### src/rtl/core/lhg_pkg.sv
// Package for the load hotplug governor: widths, codes, reset values,
// controller/datapath command types. No dependencies.
`timescale 1ns / 1ps

package lhg_pkg;

	localparam int LOAD_W      = 7;
	localparam int FREQ_W      = 22;
	localparam int REQ_W       = 2;
	localparam int ACT_W       = 3;
	localparam int CORE_W      = 2;
	localparam int STREAK_W    = 6;
	localparam int MASK_W      = 4;   // width of the reported online mask
	localparam int CNT_W       = 3;
	localparam int SUM_W       = 9;   // four loads of at most 100
	localparam int CFG_IDX_W   = 3;
	localparam int CFG_DATA_W  = 7;
	localparam int LIM_W       = 6;
	localparam int FIELD_CORES = 4;   // cores that have fields on the item
	localparam int DIV3_MUL_W  = 10;
	localparam int DIV3_SHIFT  = 11;
	localparam int PROD_W      = SUM_W + DIV3_MUL_W;

	localparam logic [LOAD_W-1:0]     LOAD_CAP        = 7'd100;
	localparam logic [LOAD_W-1:0]     HIGH_LOAD       = 7'd95;
	localparam logic [LIM_W-1:0]      LIMIT_CAP       = 6'd40;
	localparam logic [STREAK_W-1:0]   HIGH_MIN_STREAK = 6'd2;
	localparam logic [STREAK_W-1:0]   STREAK_MAX      = 6'd63;
	localparam logic [CNT_W-1:0]      FROZEN_MAX      = 3'd2;
	localparam logic [CNT_W-1:0]      UNPLUG_FLOOR    = 3'd2;
	// floor(x/3) == (x*683)>>11 for every x below 2048
	localparam logic [DIV3_MUL_W-1:0] DIV3_MUL        = 10'd683;

	// event kinds
	localparam logic [REQ_W-1:0] REQ_TICK     = 2'd0;
	localparam logic [REQ_W-1:0] REQ_DISP_OFF = 2'd1;
	localparam logic [REQ_W-1:0] REQ_DISP_ON  = 2'd2;

	// reported actions
	localparam logic [ACT_W-1:0] ACT_NONE   = 3'd0;
	localparam logic [ACT_W-1:0] ACT_PLUG   = 3'd1;
	localparam logic [ACT_W-1:0] ACT_UNPLUG = 3'd2;
	localparam logic [ACT_W-1:0] ACT_SHED   = 3'd3;
	localparam logic [ACT_W-1:0] ACT_RESUME = 3'd4;

	// register indexes
	localparam logic [CFG_IDX_W-1:0] CFG_ENABLE     = 3'd0;
	localparam logic [CFG_IDX_W-1:0] CFG_UP_THR     = 3'd1;
	localparam logic [CFG_IDX_W-1:0] CFG_MAX_CORES  = 3'd2;
	localparam logic [CFG_IDX_W-1:0] CFG_SUSP_CORES = 3'd3;
	localparam logic [CFG_IDX_W-1:0] CFG_UP_LIMIT   = 3'd4;
	localparam logic [CFG_IDX_W-1:0] CFG_DOWN_LIMIT = 3'd5;

	// register reset values
	localparam logic [LOAD_W-1:0] RST_UP_THR     = 7'd80;
	localparam logic [CNT_W-1:0]  RST_MAX_CORES  = 3'd4;
	localparam logic [CNT_W-1:0]  RST_SUSP_CORES = 3'd2;
	localparam logic [LIM_W-1:0]  RST_UP_LIMIT   = 6'd4;
	localparam logic [LIM_W-1:0]  RST_DOWN_LIMIT = 6'd10;

	typedef struct packed {
		logic capture;  // item accepted: latch request, frequencies, sum and count
		logic avg;      // divide sum by online count
		logic apply;    // decide and update state
		logic shed;     // one display-off shed step
		logic emit;     // load the result register
	} lhg_cmd_t;

	typedef struct packed {
		logic shed_req;   // applied item is an enabled display-off
		logic shed_done;  // shed walk finishes this step
	} lhg_stat_t;

	function automatic logic [STREAK_W-1:0] sat_inc(input logic [STREAK_W-1:0] v);
		return (v < STREAK_MAX) ? v + 1'b1 : v;
	endfunction

endpackage

### src/rtl/core/lhg_channels.sv
// Channel interfaces of the load hotplug governor: event in, result out,
// register write. Depends on lhg_pkg.
`timescale 1ns / 1ps

interface lhg_evt_if import lhg_pkg::*; ();
	logic              valid;
	logic              ready;
	logic [REQ_W-1:0]  req_type;
	logic [LOAD_W-1:0] load_core0;
	logic [LOAD_W-1:0] load_core1;
	logic [LOAD_W-1:0] load_core2;
	logic [LOAD_W-1:0] load_core3;
	logic [FREQ_W-1:0] freq_core2;
	logic [FREQ_W-1:0] freq_core3;

	modport source (output valid, req_type, load_core0, load_core1, load_core2,
		load_core3, freq_core2, freq_core3, input ready);
	modport sink (input valid, req_type, load_core0, load_core1, load_core2,
		load_core3, freq_core2, freq_core3, output ready);
endinterface

interface lhg_res_if import lhg_pkg::*; ();
	logic                valid;
	logic                ready;
	logic [MASK_W-1:0]   online_after;
	logic [ACT_W-1:0]    action;
	logic [CORE_W-1:0]   acted_core;
	logic [LOAD_W-1:0]   load_average;
	logic [STREAK_W-1:0] up_streak;
	logic [STREAK_W-1:0] down_streak;
	logic                in_suspend;

	modport source (output valid, online_after, action, acted_core, load_average,
		up_streak, down_streak, in_suspend, input ready);
	modport sink (input valid, online_after, action, acted_core, load_average,
		up_streak, down_streak, in_suspend, output ready);
endinterface

interface lhg_cfg_if import lhg_pkg::*; ();
	logic                  valid;
	logic                  ready;
	logic [CFG_IDX_W-1:0]  index;
	logic [CFG_DATA_W-1:0] data;

	modport source (output valid, index, data, input ready);
	modport sink (input valid, index, data, output ready);
endinterface

### src/rtl/core/load_hotplug_governor.sv
// Top level of the load hotplug governor.
// Depends on lhg_pkg, lhg_channels, lhg_ctrl and lhg_datapath.
`timescale 1ns / 1ps

// Load-driven core hotplug governor. Each event item (tick, display off,
// display on) yields exactly one result item with the online mask, the
// action taken, the core acted on, the tick's average load, both streak
// counters and the suspended flag, all as they stand after the event.
// Steps: a tick, display-on or ignored item passes capture with load sum,
// divide by online count, decide and result register; a display-off item
// also runs the shed walk between decide and result register, which visits
// one core index per cycle. One item is in work at a
// time; the next item is taken once the previous one has reached the
// result register, even while that result is still waiting downstream.
// Register writes are taken every cycle (cfg.ready is tied high) and must
// only be issued while no item is in work. After reset all NUM_CORES cores
// are online and the governor is disabled.
module load_hotplug_governor import lhg_pkg::*; #(
	parameter int NUM_CORES = 4   // 2..4
) (
	input  logic      clk,
	input  logic      arst_n,
	lhg_evt_if.sink   evt,
	lhg_res_if.source res,
	lhg_cfg_if.sink   cfg
);

	lhg_cmd_t  cmd;   // controller -> datapath
	lhg_stat_t stat;  // datapath -> controller

	// registers live in flops, any write lands in the following cycle
	assign cfg.ready = 1'b1;

	lhg_ctrl u_ctrl (
		.clk       (clk),
		.arst_n    (arst_n),
		.evt_valid (evt.valid),
		.evt_ready (evt.ready),
		.res_valid (res.valid),
		.res_ready (res.ready),
		.stat      (stat),
		.cmd       (cmd)
	);

	lhg_datapath #(
		.NUM_CORES (NUM_CORES)
	) u_dp (
		.clk          (clk),
		.arst_n       (arst_n),
		.cmd          (cmd),
		.stat         (stat),
		.cfg_we       (cfg.valid),
		.cfg_index    (cfg.index),
		.cfg_data     (cfg.data),
		.req_type     (evt.req_type),
		.load_core0   (evt.load_core0),
		.load_core1   (evt.load_core1),
		.load_core2   (evt.load_core2),
		.load_core3   (evt.load_core3),
		.freq_core2   (evt.freq_core2),
		.freq_core3   (evt.freq_core3),
		.online_after (res.online_after),
		.action       (res.action),
		.acted_core   (res.acted_core),
		.load_average (res.load_average),
		.up_streak    (res.up_streak),
		.down_streak  (res.down_streak),
		.in_suspend   (res.in_suspend)
	);

endmodule

### src/rtl/core/lhg_ctrl.sv
// Sequencing controller of the load hotplug governor.
// Depends on lhg_pkg.
`timescale 1ns / 1ps

module lhg_ctrl import lhg_pkg::*; (
	input  logic      clk,
	input  logic      arst_n,
	input  logic      evt_valid,
	output logic      evt_ready,
	output logic      res_valid,
	input  logic      res_ready,
	input  lhg_stat_t stat,
	output lhg_cmd_t  cmd
);

	localparam logic [2:0] ST_IDLE  = 3'd0;
	localparam logic [2:0] ST_AVG   = 3'd1;
	localparam logic [2:0] ST_APPLY = 3'd2;
	localparam logic [2:0] ST_SHED  = 3'd3;
	localparam logic [2:0] ST_EMIT  = 3'd4;

	logic [2:0] state_q;
	logic [2:0] state_nx;
	logic       res_valid_q;

	assign evt_ready = (state_q == ST_IDLE);
	assign res_valid = res_valid_q;

	always_comb begin
		cmd.capture = evt_valid && (state_q == ST_IDLE);
		cmd.avg     = (state_q == ST_AVG);
		cmd.apply   = (state_q == ST_APPLY);
		cmd.shed    = (state_q == ST_SHED);
		// result register is free or drains this cycle
		cmd.emit    = (state_q == ST_EMIT) && (!res_valid_q || res_ready);
	end

	always_comb begin
		state_nx = state_q;
		case (state_q)
			ST_IDLE: begin
				if (evt_valid) state_nx = ST_AVG;
			end
			ST_AVG:   state_nx = ST_APPLY;
			ST_APPLY: state_nx = stat.shed_req ? ST_SHED : ST_EMIT;
			ST_SHED: begin
				if (stat.shed_done) state_nx = ST_EMIT;
			end
			ST_EMIT: begin
				if (cmd.emit) state_nx = ST_IDLE;
			end
			default: state_nx = ST_IDLE;
		endcase
	end

	always_ff @(posedge clk or negedge arst_n) begin
		if (!arst_n) begin
			state_q     <= ST_IDLE;
			res_valid_q <= 1'b0;
		end else begin
			state_q <= state_nx;
			if (cmd.emit) res_valid_q <= 1'b1;
			else if (res_ready) res_valid_q <= 1'b0;
		end
	end

endmodule

### src/rtl/core/lhg_datapath.sv
// Datapath of the load hotplug governor: registers, governor state,
// averaging, plug/unplug choice, result register. Depends on lhg_pkg.
`timescale 1ns / 1ps

module lhg_datapath import lhg_pkg::*; #(
	parameter int NUM_CORES = 4,
	localparam int IDX_W = $clog2(NUM_CORES)
) (
	input  logic                  clk,
	input  logic                  arst_n,
	input  lhg_cmd_t              cmd,
	output lhg_stat_t             stat,
	// register write
	input  logic                  cfg_we,
	input  logic [CFG_IDX_W-1:0]  cfg_index,
	input  logic [CFG_DATA_W-1:0] cfg_data,
	// item fields
	input  logic [REQ_W-1:0]      req_type,
	input  logic [LOAD_W-1:0]     load_core0,
	input  logic [LOAD_W-1:0]     load_core1,
	input  logic [LOAD_W-1:0]     load_core2,
	input  logic [LOAD_W-1:0]     load_core3,
	input  logic [FREQ_W-1:0]     freq_core2,
	input  logic [FREQ_W-1:0]     freq_core3,
	// result fields
	output logic [MASK_W-1:0]     online_after,
	output logic [ACT_W-1:0]      action,
	output logic [CORE_W-1:0]     acted_core,
	output logic [LOAD_W-1:0]     load_average,
	output logic [STREAK_W-1:0]   up_streak,
	output logic [STREAK_W-1:0]   down_streak,
	output logic                  in_suspend
);

	// registers
	logic                enable_q;
	logic [LOAD_W-1:0]   up_thr_q;
	logic [CNT_W-1:0]    max_cores_q;
	logic [CNT_W-1:0]    susp_cores_q;
	logic [LIM_W-1:0]    up_lim_q;
	logic [LIM_W-1:0]    dn_lim_q;

	// governor state
	logic [NUM_CORES-1:0] online_q;
	logic                 susp_q;
	logic [STREAK_W-1:0]  up_q;
	logic [STREAK_W-1:0]  down_q;

	// item in flight
	logic [REQ_W-1:0]  req_q;
	logic [FREQ_W-1:0] freq_q [2:FIELD_CORES-1];
	logic [SUM_W-1:0]  sum_q;
	logic [CNT_W-1:0]  n_q;
	logic [LOAD_W-1:0] avg_q;
	logic [IDX_W-1:0]  shed_idx_q;
	logic [ACT_W-1:0]  act_q;
	logic [CORE_W-1:0] core_q;
	logic [LOAD_W-1:0] avg_res_q;

	// result register
	logic [MASK_W-1:0]   out_online_q;
	logic [ACT_W-1:0]    out_act_q;
	logic [CORE_W-1:0]   out_core_q;
	logic [LOAD_W-1:0]   out_avg_q;
	logic [STREAK_W-1:0] out_up_q;
	logic [STREAK_W-1:0] out_down_q;
	logic                out_susp_q;

	logic [LOAD_W-1:0]   ld_in [FIELD_CORES];
	logic [CNT_W-1:0]    cnt;
	logic [SUM_W-1:0]    sum_c;
	logic [PROD_W-1:0]   prod3;
	logic [LOAD_W-1:0]   avg_c;
	logic [LOAD_W-1:0]   thr;
	logic [LIM_W-1:0]    upl;
	logic [LIM_W-1:0]    dnl;
	logic [STREAK_W-1:0] up_inc;
	logic [STREAK_W-1:0] dn_inc;
	logic                plug_found;
	logic [IDX_W-1:0]    plug_idx;
	logic                un_found;
	logic [IDX_W-1:0]    un_idx;
	logic [FREQ_W-1:0]   un_low;
	logic                do_plug;
	logic                do_unplug;
	logic                shed_stop;

	logic [NUM_CORES-1:0] nx_online;
	logic                 nx_susp;
	logic [STREAK_W-1:0]  nx_up;
	logic [STREAK_W-1:0]  nx_dn;
	logic [ACT_W-1:0]     nx_act;
	logic [CORE_W-1:0]    nx_core;
	logic [LOAD_W-1:0]    nx_avg;

	assign ld_in[0] = load_core0;
	assign ld_in[1] = load_core1;
	assign ld_in[2] = load_core2;
	assign ld_in[3] = load_core3;

	// online count and sum of capped loads of online cores
	always_comb begin
		cnt   = '0;
		sum_c = '0;
		for (int i = 0; i < NUM_CORES; i++) begin
			cnt = cnt + CNT_W'(online_q[i]);
			if (online_q[i])
				sum_c = sum_c + SUM_W'((ld_in[i] > LOAD_CAP) ? LOAD_CAP : ld_in[i]);
		end
	end

	// divide by 1..4 online cores; 3 via reciprocal multiply
	assign prod3 = PROD_W'(sum_q) * PROD_W'(DIV3_MUL);

	always_comb begin
		case (n_q)
			3'd1:    avg_c = LOAD_W'(sum_q);
			3'd2:    avg_c = LOAD_W'(sum_q >> 1);
			3'd3:    avg_c = LOAD_W'(prod3 >> DIV3_SHIFT);
			3'd4:    avg_c = LOAD_W'(sum_q >> 2);
			default: avg_c = '0;
		endcase
	end

	assign thr    = (up_thr_q > LOAD_CAP) ? LOAD_CAP : up_thr_q;
	assign upl    = (up_lim_q > LIMIT_CAP) ? LIMIT_CAP : up_lim_q;
	assign dnl    = (dn_lim_q > LIMIT_CAP) ? LIMIT_CAP : dn_lim_q;
	assign up_inc = sat_inc(up_q);
	assign dn_inc = sat_inc(down_q);

	// lowest offline core above core 0
	always_comb begin
		plug_found = 1'b0;
		plug_idx   = '0;
		for (int i = NUM_CORES - 1; i >= 1; i--) begin
			if (!online_q[i]) begin
				plug_found = 1'b1;
				plug_idx   = IDX_W'(i);
			end
		end
	end

	// slowest online core above core 1, ties to the lower index
	always_comb begin
		un_found = 1'b0;
		un_idx   = '0;
		un_low   = '1;
		for (int i = 2; i < NUM_CORES; i++) begin
			if (online_q[i] && (!un_found || (freq_q[i] < un_low))) begin
				un_found = 1'b1;
				un_idx   = IDX_W'(i);
				un_low   = freq_q[i];
			end
		end
	end

	// decision for the applied item
	always_comb begin
		nx_online = online_q;
		nx_susp   = susp_q;
		nx_up     = up_q;
		nx_dn     = down_q;
		nx_act    = ACT_NONE;
		nx_core   = '0;
		nx_avg    = '0;
		do_plug   = 1'b0;
		do_unplug = 1'b0;
		if (enable_q) begin
			case (req_q)
				REQ_TICK: begin
					if (!susp_q && (max_cores_q != FROZEN_MAX)) begin
						nx_avg = avg_q;
						if (avg_q >= thr) begin
							nx_up   = up_inc;
							do_plug = (up_inc > STREAK_W'(upl));
						end else if ((avg_q > HIGH_LOAD) && (up_q >= HIGH_MIN_STREAK)) begin
							nx_up   = up_inc;
							do_plug = 1'b1;
						end else begin
							nx_dn     = dn_inc;
							do_unplug = (dn_inc > STREAK_W'(dnl));
						end
						if (do_plug) begin
							nx_up = '0;
							nx_dn = '0;
							if ((cnt != max_cores_q) && plug_found) begin
								nx_online[plug_idx] = 1'b1;
								nx_act  = ACT_PLUG;
								nx_core = CORE_W'(plug_idx);
							end
						end
						if (do_unplug) begin
							nx_up = '0;
							nx_dn = '0;
							if ((cnt != UNPLUG_FLOOR) && un_found) begin
								nx_online[un_idx] = 1'b0;
								nx_act  = ACT_UNPLUG;
								nx_core = CORE_W'(un_idx);
							end
						end
					end
				end
				REQ_DISP_OFF: begin
					nx_susp = 1'b1;
					nx_act  = ACT_SHED;
				end
				REQ_DISP_ON: begin
					nx_susp = 1'b0;
					if (!online_q[1]) begin
						nx_online[1] = 1'b1;
						nx_act       = ACT_RESUME;
						nx_core      = CORE_W'(1);
					end
				end
				default: ;
			endcase
		end
	end

	// display-off walk: one core index per cycle, stop once count matches or the last index is reached
	assign shed_stop = (cnt == susp_cores_q);

	always_comb begin
		stat.shed_req  = enable_q && (req_q == REQ_DISP_OFF);
		stat.shed_done = shed_stop || (shed_idx_q == IDX_W'(NUM_CORES - 1));
	end

	// registers and governor state
	always_ff @(posedge clk or negedge arst_n) begin
		if (!arst_n) begin
			enable_q     <= 1'b0;
			up_thr_q     <= RST_UP_THR;
			max_cores_q  <= RST_MAX_CORES;
			susp_cores_q <= RST_SUSP_CORES;
			up_lim_q     <= RST_UP_LIMIT;
			dn_lim_q     <= RST_DOWN_LIMIT;
			online_q     <= '1;
			susp_q       <= 1'b0;
			up_q         <= '0;
			down_q       <= '0;
		end else begin
			if (cfg_we) begin
				case (cfg_index)
					CFG_ENABLE:     enable_q     <= cfg_data[0];
					CFG_UP_THR:     up_thr_q     <= cfg_data;
					CFG_MAX_CORES:  max_cores_q  <= cfg_data[CNT_W-1:0];
					CFG_SUSP_CORES: susp_cores_q <= cfg_data[CNT_W-1:0];
					CFG_UP_LIMIT:   up_lim_q     <= cfg_data[LIM_W-1:0];
					CFG_DOWN_LIMIT: dn_lim_q     <= cfg_data[LIM_W-1:0];
					default: ;
				endcase
			end
			if (cmd.apply) begin
				online_q <= nx_online;
				susp_q   <= nx_susp;
				up_q     <= nx_up;
				down_q   <= nx_dn;
			end else if (cmd.shed) begin
				if (!shed_stop && (shed_idx_q != '0))
					online_q[shed_idx_q] <= 1'b0;
			end
		end
	end

	// item in flight and shed index
	always_ff @(posedge clk or negedge arst_n) begin
		if (!arst_n) begin
			shed_idx_q <= '0;
		end else if (cmd.apply) begin
			shed_idx_q <= '0;
		end else if (cmd.shed) begin
			shed_idx_q <= shed_idx_q + 1'b1;
		end
	end

	always_ff @(posedge clk) begin
		if (cmd.capture) begin
			req_q     <= req_type;
			freq_q[2] <= freq_core2;
			freq_q[3] <= freq_core3;
			sum_q     <= sum_c;
			n_q       <= cnt;
		end
		if (cmd.avg) avg_q <= avg_c;
		if (cmd.apply) begin
			act_q     <= nx_act;
			core_q    <= nx_core;
			avg_res_q <= nx_avg;
		end
		if (cmd.emit) begin
			out_online_q <= MASK_W'(online_q);
			out_act_q    <= act_q;
			out_core_q   <= core_q;
			out_avg_q    <= avg_res_q;
			out_up_q     <= up_q;
			out_down_q   <= down_q;
			out_susp_q   <= susp_q;
		end
	end

	assign online_after = out_online_q;
	assign action       = out_act_q;
	assign acted_core   = out_core_q;
	assign load_average = out_avg_q;
	assign up_streak    = out_up_q;
	assign down_streak  = out_down_q;
	assign in_suspend   = out_susp_q;

endmodule

### src/flat_wrapper.sv
// flat-port wrapper written by rule: the top's interface ports become plain ports
module load_hotplug_governor_flat import lhg_pkg::*;
#(
	parameter int NUM_CORES = 4          
)
  (clk, arst_n, evt_valid, evt_req_type, evt_load_core0, evt_load_core1, evt_load_core2, evt_load_core3, evt_freq_core2, evt_freq_core3, evt_ready, res_valid, res_online_after, res_action, res_acted_core, res_load_average, res_up_streak, res_down_streak, res_in_suspend, res_ready, cfg_valid, cfg_index, cfg_data, cfg_ready);
  lhg_evt_if evt_i ();
  lhg_res_if res_i ();
  lhg_cfg_if cfg_i ();
  input  logic clk;
  input  logic arst_n;
  input wire logic [$bits(evt_i.valid)-1:0] evt_valid;
  input wire logic [$bits(evt_i.req_type)-1:0] evt_req_type;
  input wire logic [$bits(evt_i.load_core0)-1:0] evt_load_core0;
  input wire logic [$bits(evt_i.load_core1)-1:0] evt_load_core1;
  input wire logic [$bits(evt_i.load_core2)-1:0] evt_load_core2;
  input wire logic [$bits(evt_i.load_core3)-1:0] evt_load_core3;
  input wire logic [$bits(evt_i.freq_core2)-1:0] evt_freq_core2;
  input wire logic [$bits(evt_i.freq_core3)-1:0] evt_freq_core3;
  output wire logic [$bits(evt_i.ready)-1:0] evt_ready;
  output wire logic [$bits(res_i.valid)-1:0] res_valid;
  output wire logic [$bits(res_i.online_after)-1:0] res_online_after;
  output wire logic [$bits(res_i.action)-1:0] res_action;
  output wire logic [$bits(res_i.acted_core)-1:0] res_acted_core;
  output wire logic [$bits(res_i.load_average)-1:0] res_load_average;
  output wire logic [$bits(res_i.up_streak)-1:0] res_up_streak;
  output wire logic [$bits(res_i.down_streak)-1:0] res_down_streak;
  output wire logic [$bits(res_i.in_suspend)-1:0] res_in_suspend;
  input wire logic [$bits(res_i.ready)-1:0] res_ready;
  input wire logic [$bits(cfg_i.valid)-1:0] cfg_valid;
  input wire logic [$bits(cfg_i.index)-1:0] cfg_index;
  input wire logic [$bits(cfg_i.data)-1:0] cfg_data;
  output wire logic [$bits(cfg_i.ready)-1:0] cfg_ready;
  assign evt_i.valid = evt_valid;
  assign evt_i.req_type = evt_req_type;
  assign evt_i.load_core0 = evt_load_core0;
  assign evt_i.load_core1 = evt_load_core1;
  assign evt_i.load_core2 = evt_load_core2;
  assign evt_i.load_core3 = evt_load_core3;
  assign evt_i.freq_core2 = evt_freq_core2;
  assign evt_i.freq_core3 = evt_freq_core3;
  assign evt_ready = evt_i.ready;
  assign res_valid = res_i.valid;
  assign res_online_after = res_i.online_after;
  assign res_action = res_i.action;
  assign res_acted_core = res_i.acted_core;
  assign res_load_average = res_i.load_average;
  assign res_up_streak = res_i.up_streak;
  assign res_down_streak = res_i.down_streak;
  assign res_in_suspend = res_i.in_suspend;
  assign res_i.ready = res_ready;
  assign cfg_i.valid = cfg_valid;
  assign cfg_i.index = cfg_index;
  assign cfg_i.data = cfg_data;
  assign cfg_ready = cfg_i.ready;
  load_hotplug_governor #(.NUM_CORES(NUM_CORES)) u_core (.clk(clk), .arst_n(arst_n), .evt(evt_i), .res(res_i), .cfg(cfg_i));
endmodule
### config.mk
export PLATFORM = sky130hd
export DESIGN_NAME = load_hotplug_governor_flat
export DESIGN_NICKNAME = d
export VERILOG_FILES = /design/src/rtl/core/lhg_pkg.sv /design/src/rtl/core/lhg_channels.sv /design/src/rtl/core/load_hotplug_governor.sv /design/src/rtl/core/lhg_ctrl.sv /design/src/rtl/core/lhg_datapath.sv /design/src/flat_wrapper.sv
export SDC_FILE = /design/constraint.sdc
export NUM_CORES = 1
export LEC_CHECK = 0
export BUFFER_PORTS_ARGS = -buffer_cell sky130_fd_sc_hd__buf_2
export CAP_MARGIN = 20
export CORE_MARGIN = 8
export CORE_UTILIZATION = 35
export CTS_CLUSTER_SIZE = 16
export DETAILED_ROUTE_END_ITERATION = 6
export GPL_TIMING_DRIVEN = 0
export MAX_ROUTING_LAYER = met4
export PLACE_DENSITY = 0.64
export SKIP_LAST_GASP = 1
export SLEW_MARGIN = 20
export SYNTH_ARGS = -nofsm -noshare
export SYNTH_HDL_FRONTEND = slang
export SYNTH_SLANG_ARGS = --single-unit
### constraint.sdc
create_clock -name clk -period 5.6 [get_ports clk]
set_input_delay 1.12 -clock clk [delete_from_list [all_inputs] [get_ports clk]]
set_output_delay 1.12 -clock clk [all_outputs]
set_load 0.05 [all_outputs]
== Yosys cells after proc, flatten, opt, wreduce, memory -nomap -nowiden ==
Memory sizes are Yosys's and may differ from the RTL's.
Index checks and enable logic that the tools add are counted.

* $add $sub $neg: 9
* Multipliers: 1
* Divide/modulo/power cells: 0
* $lt $le $gt $ge: 21
* Equality and inequality tests: 30
* Shift-type cells: 0
* Mux-type cells: 90
* Bitwise gates (word level): 5
* Reduce and logical (&&, ||, !) cells: 41

{| class="wikitable"
|+ Operators by type and width
! kind !! count
|-
| 6-bit 2-to-1 mux || 12
|-
| 4-bit 2-to-1 mux || 12
|-
| 7-bit greater-than comparator, second input constant || 6
|-
| 7-bit 2-to-1 mux || 6
|-
| 7-bit case mux with 4 select lines || 1
|-
| 9-bit by 7-bit adder with 9-bit output || 3
|-
| 9-bit 2-to-1 mux || 3
|-
| 1-bit 2-to-1 mux || 26
|-
| 2-bit 2-to-1 mux || 13
|-
| 3-bit 2-to-1 mux || 8
|-
| 22-bit < comparator || 1
|-
| 22-bit 2-to-1 mux || 1
|-
| 3-bit by 2-bit equality test with 1-bit output, second input constant || 6
|-
| 9-bit by 10-bit multiplier with 18-bit output, second input constant || 1
|-
| 3-bit case mux with 5 select lines || 1
|-
| 5-bit AND reduction || 3
|-
| 6-bit by 1-bit adder with 6-bit output, second input constant || 2
|-
| 3-bit equality test, second input constant || 4
|-
| 6-bit greater-than comparator || 2
|-
| 6-bit greater-than comparator, second input constant || 2
|-
| 1-bit logical AND || 12
|-
| 6-bit < comparator, second input constant || 2
|-
| 2-bit AND reduction || 6
|-
| 2-bit != test, second input constant || 5
|-
| 32 further kinds || 59
|}

* Register bits: 111
* Bits in latches: 0
* RAM bits: 44
* ROM bits: 0
* Input bits: 89
* Output and inout port bits: 32
* Logic and storage cells: 226
* Memories kept: 1

{| class="wikitable"
|+ Memory list
! name !! depth !! width !! rd ports !! clocked after memory_dff !! wr ports !! RTL line !! source
|-
| u_core.u_dp.freq_q || 2 || 22 || 2 || 0 || 2 || lhg_datapath.sv:51 || <nowiki>logic [FREQ_W-1:0] freq_q [2:FIELD_CORES-1];</nowiki>
|}

== Depth between registers and ports, before layout ==
Gate-level depths: netlist of run 1.

* Depth after elaboration: 20
* Gate-level depth with buffers: 25
* Depth with buffers taken out: 25

== By module ==
Synthesis of run 1 repeated with hierarchy kept, for this count alone.

* Cells, all modules: 880
* Area, all modules: 9862.0 um2

{| class="wikitable"
|+ Modules (own cells, without submodules)
! module !! times used !! cells each !! area each (um2) !! seq. area each (um2)
|-
| lhg_datapath || 1 || 851 || 9595.5 || 4322.9
|-
| lhg_ctrl || 1 || 27 || 255.2 || 100.1
|-
| load_hotplug_governor || 1 || 2 || 11.3 || 0.0
|}

== Worst setup path after synthesis of run 1 ==
No wires, ideal clock.

* Path kind: input to register
* Start: in evt_load_core1[0]
* End: reg u_core.u_dp.sum_q[8] (data pin)
* Library setup time: 0.163 ns
* Arrival time: 4.981 ns
* Data required time: 5.437 ns
* Setup slack: 0.457 ns
* Stages: 22
* Buffers on the path: 0
* Cell sequence: o21ai_0 > a21oi_1 > or2_2 > ha_1 > nor2b_1 > o21a_1 > o21a_1 > o21a_1 > or3_1 > a31o_1 > ha_1 > inv_1 > a2111o_1 > o311ai_1 > nand2_1 > nand2_1 > ha_1 > nor2_1 > nor2_1 > nand3_1 > mux2_1 > o221ai_1

* Word-level cells in the longest chain between the ends: 8

{| class="wikitable"
|+ Ends and longest elaborated chain
! what !! RTL line !! source
|-
| start, declared || flat_wrapper.sv:15 || <nowiki>input wire logic [$bits(evt_i.load_core1)-1:0] evt_load_core1;</nowiki>
|-
| 7-bit greater-than comparator || lhg_datapath.sv:108 || <nowiki>sum_c = sum_c + SUM_W'((ld_in[i] > LOAD_CAP) ? LOAD_CAP : ld_in[i]);</nowiki>
|-
| 7-bit 2-to-1 mux (*) || lhg_datapath.sv:108 ||
|-
| 9-bit by 7-bit adder with 9-bit output (*) || lhg_datapath.sv:108 ||
|-
| 9-bit 2-to-1 mux (*) || lhg_datapath.sv:107 || <nowiki>if (online_q[i])</nowiki>
|-
| 9-bit by 7-bit adder with 9-bit output || lhg_datapath.sv:108 ||
|-
| 9-bit 2-to-1 mux (*) || lhg_datapath.sv:107 ||
|-
| 9-bit by 7-bit adder with 9-bit output || lhg_datapath.sv:108 ||
|-
| 9-bit 2-to-1 mux (*) || lhg_datapath.sv:107 ||
|-
| via u_core.u_dp.sum_c[8] || lhg_datapath.sv:71 || <nowiki>logic [SUM_W-1:0] sum_c;</nowiki>
|-
| end signal, assigned || lhg_datapath.sv:281 || <nowiki>sum_q <= sum_c;</nowiki>
|-
| end, declared || lhg_datapath.sv:52 || <nowiki>logic [SUM_W-1:0] sum_q;</nowiki>
|}

The timed path passes the listed nets; every way through them passes the cells marked *.
A chain may end at the register's enable or synchronous reset.

== Final worst setup path of run 1 ==
Same ends and word-level chain as after synthesis.

==> results of run 1 <==
-- registers in the layout (all words and copies together), names as in the netlist, 4 cells and up --
name / cells
u_core.u_dp.up_lim_q: 6
u_core.u_dp.sum_q: 9
u_core.u_dp.online_q: 4
u_core.u_dp.down_streak: 6
u_core.u_dp.avg_res_q: 7
u_core.u_dp.freq_q: 44
u_core.u_dp.down_q: 6
u_core.u_dp.online_after: 4
u_core.u_dp.up_streak: 6
u_core.u_dp.up_q: 6
u_core.u_dp.load_average: 7
u_core.u_dp.avg_q: 7
u_core.u_dp.dn_lim_q: 6
u_core.u_dp.up_thr_q: 7
-- logic make-up (layout without fill, tap and decap cells) --
group | count (synthesis) | count (layout) | share of synthesized area [%]
compound gates | 209 | 209 | 14.7
xor+xnor | 21 | 21 | 1.83
fa+ha+maj | 137 | 137 | 18.8
buf+inv | 97 | 250 | 3.96
flops | 155 | 155 | 44.0
mux | 40 | 40 | 4.44
other cells | 1 | 4 | 0.0373
simple gates | 239 | 239 | 12.3
-- path summary, 6_finish.rpt --
| check | endpoint | slack (ps) | depth (start not counted) |
|---|---|---|---|
| setup / recovery | u_core.u_dp.sum_q[8] | 420 | 23 |
| hold / removal | u_core.u_dp.action[2] | 420 | 0 |
| setup reg to reg | u_core.u_dp.sum_q[8] | 950 | 22 |
| hold reg to reg | u_core.u_dp.action[2] | 420 | 0 |
| max in group asynchronous | u_core.u_dp.shed_idx_q[1] | 4440 | 1 |
| min in group asynchronous | u_core.u_dp.up_q[5] | 720 | 1 |
-- metrics by stage --
stage	total power, mW	setup WS (ps)	hold slack [ps]	instances	area (sq um)
2_1_floorplan	3.34	457	400	899	10100
6_report	5.06	415	421	1439	11800
3_5_place_dp	3.91	12.0	405	1404	11200
4_1_cts	5.11	428	422	1436	11800
5_1_grt	5.47	50.1	427	1438	11800
3_3_place_gp	3.86	72.8	406	1402	11100
-- worst register-to-register path, delay by kind of cell (launching register included) --
family | cells | cell delay (ps)
buffers and inverters | 2 | 140
muxes | 1 | 300
DFF | 1 | 650
AOI/OAI and AO/OA | 9 | 1540
adders and majority gates | 4 | 1130
and+or+nand+nor | 6 | 730
-- Yosys cell counts (9+ instances only) --
cell type and count:
a21o_1 15, a21oi_1 46, a22o_1 10, and2_1 12, and3_1 17, clkbuf_1 16
dfrtp_1 38, dfstp_2 11, edfxtp_1 106, fa_1 24, ha_1 113, inv_1 73
mux2_2 36, nand2_1 51, nand3_1 23, nand4_1 9, nor2_1 59, nor2b_1 16
nor3_1 16, o21a_1 12, o21ai_0 32, o21ai_1 12, xnor2_1 13
-- power groups by stage --
stage | sequential [mW] | clock (mW) | combinational [mW]
4_1_cts | 1.69 | 1.20 | 2.23
2_1_floorplan | 1.80 | 0 | 1.54
3_5_place_dp | 1.71 | 0 | 2.20
6_report | 1.69 | 1.17 | 2.20
3_3_place_gp | 1.72 | 0 | 2.15
5_1_grt | 1.72 | 1.24 | 2.51
-- final cells by class --
type	instances	area share, %
Inverter	74	2.36
Multi-Input combinational cell	647	44.5
Antenna cell	3	0.0637
Buffer	23	1.02
Sequential cell	155	37.5
Clock inverter	15	1.43
Timing Repair Buffer	121	5.37
Tap cell	384	4.08
Clock buffer	17	3.61
-- per-layer routing --
layer	GRT usage (%)	up-vias	routed length, um
li1	-	3606	-
met1	17.1	3444	10300
met2	22.7	150	10800
met3	2.97	26	864
met4	4.10	0	284
met5	-	-	0
==> results.ini, run 1 <==
[cts]
post_cts_buffers=0
cts_resized=0
clock_sinks=155
clk_pin_slew_ps=70
tritoncts=built
insertion_delay_ps=430
clockBufferDepth=2
cts_max_level=4
postCtsHoldBufs=0
cts_root_buffer=clkbuf_16
cts_buffers=17

[setup_path]
critPathLaunchType=primary input
critPathKind=in2reg
reg2reg_from=u_core.u_dp.online_q[0]
cp_slowest_cell=ha_1
crit_required_ps=5860
cp_cell_sequence=buf_2 > o21ai_0 > a21oi_1 > or2_2 > ha_1 > nor2b_1 > o21a_1 > o21a_1 > o21a_1 > or3_1 > a31o_1 > ha_1 > inv_1 > a2111o_1 > o311ai_1 > nand2_1 > nand2_1 > ha_1 > nor3_1 > o21ai_0 > nand3_1 > mux2_1 > o221ai_1
critPathLaunch=evt_load_core1[0]
end_kind=flip-flop
cpPeakStageDelay_ps=350
cp_data_arrival_time_ps=5450
path_delay_family=compound AO/OA/AOI/OAI gates
worst-path-buf-inv=2
cp_max_fo=4

[grt]
grt_overflow_total=0
grt_max_degree=59
antenna_found_initial=2
grt_first_pass_wirelength_um=36900
grt_use_total_pct=13.9
grt_pass1_vias=7376

[drt]
viasPerCell=5.02
wl_per_cell_um=15.4
drcViolationCount=0
dr.pass1.iters=6
wirelength_um=22200
num_vias=7226
first_iter_violations=331
detail-route-antenna-nets=0

[pwr]
p_per_area_mw_per_mm2=429
power_switching_mw=2.03
clkPwrFrac_pct=23.1
peakVddDrop_v=0.000200
p_int_mw=3.03
pwr-share-comb_pct=43.6
swShare_pct=40.1
sequentialPowerShare_pct=33.3
power_leakage_nw=5.23

[placement]
gp_congestion=0.866
portBuffers=119
hpwl_um=17600

[finish]
layout-drive-gt1-share_pct=21.7
final_common_cell=buf_2
postLayoutCoreUtil_pct=41.4
seqCellArea_sq_mm=0.00442
layout_common_cells=buf_2, ha_1, edfxtp_1, inv_1, nor2_1
synthToLayoutAreaGrowth_pct=17.2
nNetsFinal=1265
fill_cells=2778
multi_input_area_sq_mm=0.00525

[timing]
max_freq_ghz=0.193
final-max-slew-violation-count=0
fin_skew_ps=9.80
totalNegativeSetupSlack_ps=0
min_period_over_period_pct=92.6
hold_violations=0
period_needed_ps=5180
worstMarginPinSlew_ps=802
relSlewSlack_pct=46.1
setup_violations=0
rsz0062_at_grt=false

[synthesis]
syn_avg_cell_area_sq_um=11.2
synthFlopType=edfxtp_1
netlist.area_leader.share_pct=31.6
yosys-top-cells-area=edfxtp_1, ha_1, dfrtp_1
synth_seq_cells=155
seq_area_frac_synth_pct=44.0
synth-edff-count=106
yosys.area.top_type=edfxtp_1
syn_inst=899
synthArstFlopShare_pct=31.6
synth_area_sq_mm=0.0101
synth.distinct_cells=81
ys.warnings.count=0
synth_nets=1125

[floorplanning]
ios=121
die_x_um=186
dieArea_sq_mm=0.0344
rows=62
die_h_um=186
coreArea_sq_mm=0.0285
initial_core_util_pct=35.3

[worst_hold_path]
hp-start=u_core.u_dp.act_q[2]
worstHoldPathType=reg2reg

[outcome]
run_status=finished clean

[run]
max_cap_viol_count=0

Power figures use the tool's default switching activity.
==> run 2, diff against run 1 <==
--- a/config.mk
+++ b/config.mk
@@ -9,6 +9,7 @@
 export CAP_MARGIN = 20
 export CORE_MARGIN = 8
 export CORE_UTILIZATION = 35
+export CTS_BUF_LIST = sky130_fd_sc_hd__clkbuf_4
 export CTS_CLUSTER_SIZE = 16
 export DETAILED_ROUTE_END_ITERATION = 6
 export GPL_TIMING_DRIVEN = 0
==> run 2 against run 1 <==
Utilization decreased by 1.0 points. Highest routed layer unchanged. Sequential share of layout area increased by 0.96 points. First-iteration DRC count decreased by 13%.
==> results.ini, run 2 (synthesized netlist as in run 1, its figures left out) <==
[grt]
grt_use_met2_pct=22.5  ; was 22.7%
grt_first_pass_wirelength_um=36600  ; was 36900 um
grt_use_met1_pct=16.9  ; was 17.1%
grt_max_degree=59  ; unchanged
grt_overflow_total=0  ; unchanged
grt_pass1_vias=7338  ; was 7376
grtUsageMet3_pct=3.26  ; was 2.97%
grt-busiest-layer=met2  ; unchanged
grt_use_total_pct=13.7  ; was 13.9%
antenna_found_initial=3  ; was 2

[pwr]
sequentialPowerShare_pct=36.5  ; was 33.3%
p_int_mw=2.64  ; was 3.03 mW
pwr-share-comb_pct=47.8  ; was 43.6%
power_switching_mw=1.97  ; was 2.03 mW
p_per_area_mw_per_mm2=401  ; was 429 mW/mm^2
power_leakage_nw=5.10  ; was 5.23 nW
peakVddDrop_v=0.000194  ; was 0.000200 V
clkPwrFrac_pct=15.7  ; was 23.1%
swShare_pct=42.7  ; was 40.1%

[drt]
first_iter_violations=289  ; was 331
dr.pass1.iters=5  ; was 6
viasPerCell=5.01  ; was 5.02
detail-route-antenna-nets=0  ; unchanged
drcViolationCount=0  ; unchanged
wirelength_um=22000  ; was 22200 um
wl_per_cell_um=15.3  ; was 15.4 um
num_vias=7210  ; was 7226

[setup_path]
critPathLaunchType=primary input  ; unchanged
cp_cell_sequence=buf_2 > o21ai_0 > a21oi_1 > or2_2 > ha_1 > nor2b_1 > o21a_1 > o21a_1 > o21a_1 > or3_1 > a31o_1 > ha_1 > inv_1 > a2111o_1 > o311ai_1 > nand2_1 > nand2_1 > ha_1 > nor3_1 > o21ai_0 > nand3_1 > mux2_1 > o221ai_1  ; unchanged
cp_data_arrival_time_ps=5440  ; was 5450 ps
critPathKind=in2reg  ; unchanged
cp_max_fo=4  ; unchanged
end_kind=flip-flop  ; unchanged
crit_required_ps=6000  ; was 5860 ps
cpPeakStageDelay_ps=350  ; about the same
cp_slowest_cell=ha_1  ; unchanged

[finish]
top_regs=u_core.u_dp.freq_q x44, u_core.u_dp.sum_q x9  ; unchanged
top_register=u_core.u_dp.freq_q  ; unchanged
nNetsFinal=1265  ; unchanged
stdcell_area_sq_mm=0.0115  ; was 0.0118 sq mm
fill_cells=2813  ; was 2778
final_cell_count_no_fill=1440  ; was 1439
seqCellArea_sq_mm=0.00442  ; unchanged
multi_input_area_sq_mm=0.00525  ; unchanged
layout-drive-gt1-share_pct=21.7  ; unchanged
final_common_cell=buf_2  ; unchanged
largest_reg_flops=44  ; unchanged
synthToLayoutAreaGrowth_pct=14.2  ; was 17.2%
layout_common_cells=buf_2, ha_1, edfxtp_1, inv_1, nor2_1  ; unchanged

[floorplanning]
ios=121  ; unchanged
coreArea_sq_mm=0.0285  ; unchanged
rows=62  ; unchanged
dieArea_sq_mm=0.0344  ; unchanged
die_x_um=186  ; unchanged
initial_core_util_pct=35.3  ; unchanged
die_h_um=186  ; unchanged

[timing]
relSlewSlack_pct=45.9  ; was 46.1%
timing.final.ws_setup_ps=554  ; was 415 ps
final-max-slew-violation-count=0  ; unchanged
min_period_over_period_pct=90.1  ; was 92.6%
max_freq_ghz=0.198  ; was 0.193 GHz
period_needed_ps=5050  ; was 5180 ps
hold_violations=0  ; unchanged
worstMarginPinSlew_ps=805  ; was 802 ps
setup_violations=0  ; unchanged
rsz0062_at_grt=false  ; unchanged
totalNegativeSetupSlack_ps=0  ; unchanged
fin_skew_ps=25.5  ; was 9.80 ps

[placement]
gp_congestion=0.866  ; unchanged
dp_cells=1404  ; unchanged
dpl-instance-area_sq_mm=0.0112  ; unchanged
portBuffers=119  ; unchanged
hpwl_um=17600  ; unchanged
place_ws_ps=12.0  ; unchanged

[worst_hold_path]
worstHoldPathType=reg2reg  ; unchanged

[cts]
insertion_delay_ps=570  ; was 430 ps
tritoncts=built  ; unchanged
postCtsHoldBufs=0  ; unchanged
post_cts_buffers=0  ; unchanged
clockBufferDepth=2  ; unchanged
clk_pin_slew_ps=150  ; was 70 ps
cts_resized=0  ; unchanged
cts_buffers=17  ; unchanged
cts_max_level=4  ; unchanged
clock_sinks=155  ; unchanged
cts_root_buffer=clkbuf_4  ; was clkbuf_16

[outcome]
run_status=finished clean  ; unchanged

[run]
max_cap_viol_count=0  ; unchanged

-- run 2: changes by cell type in the layout (fill, tap and decap cells not counted), sizes merged --
cell / before / now
diode: 3 / 4
-- run 2: stage by stage --
| step | hold WS (ps) | power [mW] | util, % |
|---|---|---|---|
| 2_1_floorplan | 400 | 3.34 | - |
| 3_3_place_gp | 406 | 3.86 | 39.1 |
| 3_5_place_dp | 405 | 3.91 | 39.3 |
| 4_1_cts | 441 | 4.65 | 40.3 |
| 5_1_grt | 446 | 5.02 | 40.4 |
| 6_report | 440 | 4.60 | 40.4 |
-- run 2: power by group through the flow --
| stage | sequential [mW] | combinational (mW) | clock [mW] |
|---|---|---|---|
| after floorplan | 1.80 | 1.54 | 0 |
| after global placement | 1.72 | 2.15 | 0 |
| after detailed placement | 1.71 | 2.20 | 0 |
| after CTS | 1.69 | 2.22 | 0.746 |
| after global routing | 1.72 | 2.50 | 0.797 |
| final | 1.68 | 2.20 | 0.721 |
-- run 2: layout make-up --
| class | count | share of cell area, % |
|---|---|---|
| Clock inverter | 15 | 1.47 |
| Multi-Input combinational cell | 647 | 45.7 |
| Sequential cell | 155 | 38.5 |
| Timing Repair Buffer | 121 | 5.51 |
| Antenna cell | 4 | 0.0871 |
| Tap cell | 384 | 4.18 |
| Buffer | 23 | 1.05 |
| Clock buffer | 17 | 1.11 |
| Inverter | 74 | 2.42 |
-- run 2: path summary, 6_finish.rpt --
kind                                          from                      end  slack (ps)  cells after the start
setup / recovery                 evt_load_core1[0]     u_core.u_dp.sum_q[8]         550                     23
setup reg to reg           u_core.u_dp.online_q[0]     u_core.u_dp.sum_q[8]         920                     22
hold / removal                u_core.u_dp.act_q[2]    u_core.u_dp.action[2]         440                      0
min in group asynchronous                   arst_n    u_core.u_dp.down_q[4]         560                      1
hold reg to reg               u_core.u_dp.act_q[2]    u_core.u_dp.action[2]         440                      0
max in group asynchronous                   arst_n  u_core.u_ctrl.res_valid        4590                      1
-- run 2: critical path, delay by kind of cell --
family | cells | cell delay (ps)
compound gates | 10 | 1840
fa+ha+maj | 3 | 900
buf+inv | 2 | 190
mux | 1 | 300
simple gates | 7 | 1110
-- run 2: metal layers --
metal	wire (um)	share of wire (%)
met5	0	0
met4	268	1.2
met3	980	4.5
met2	10600	48
met1	10100	46
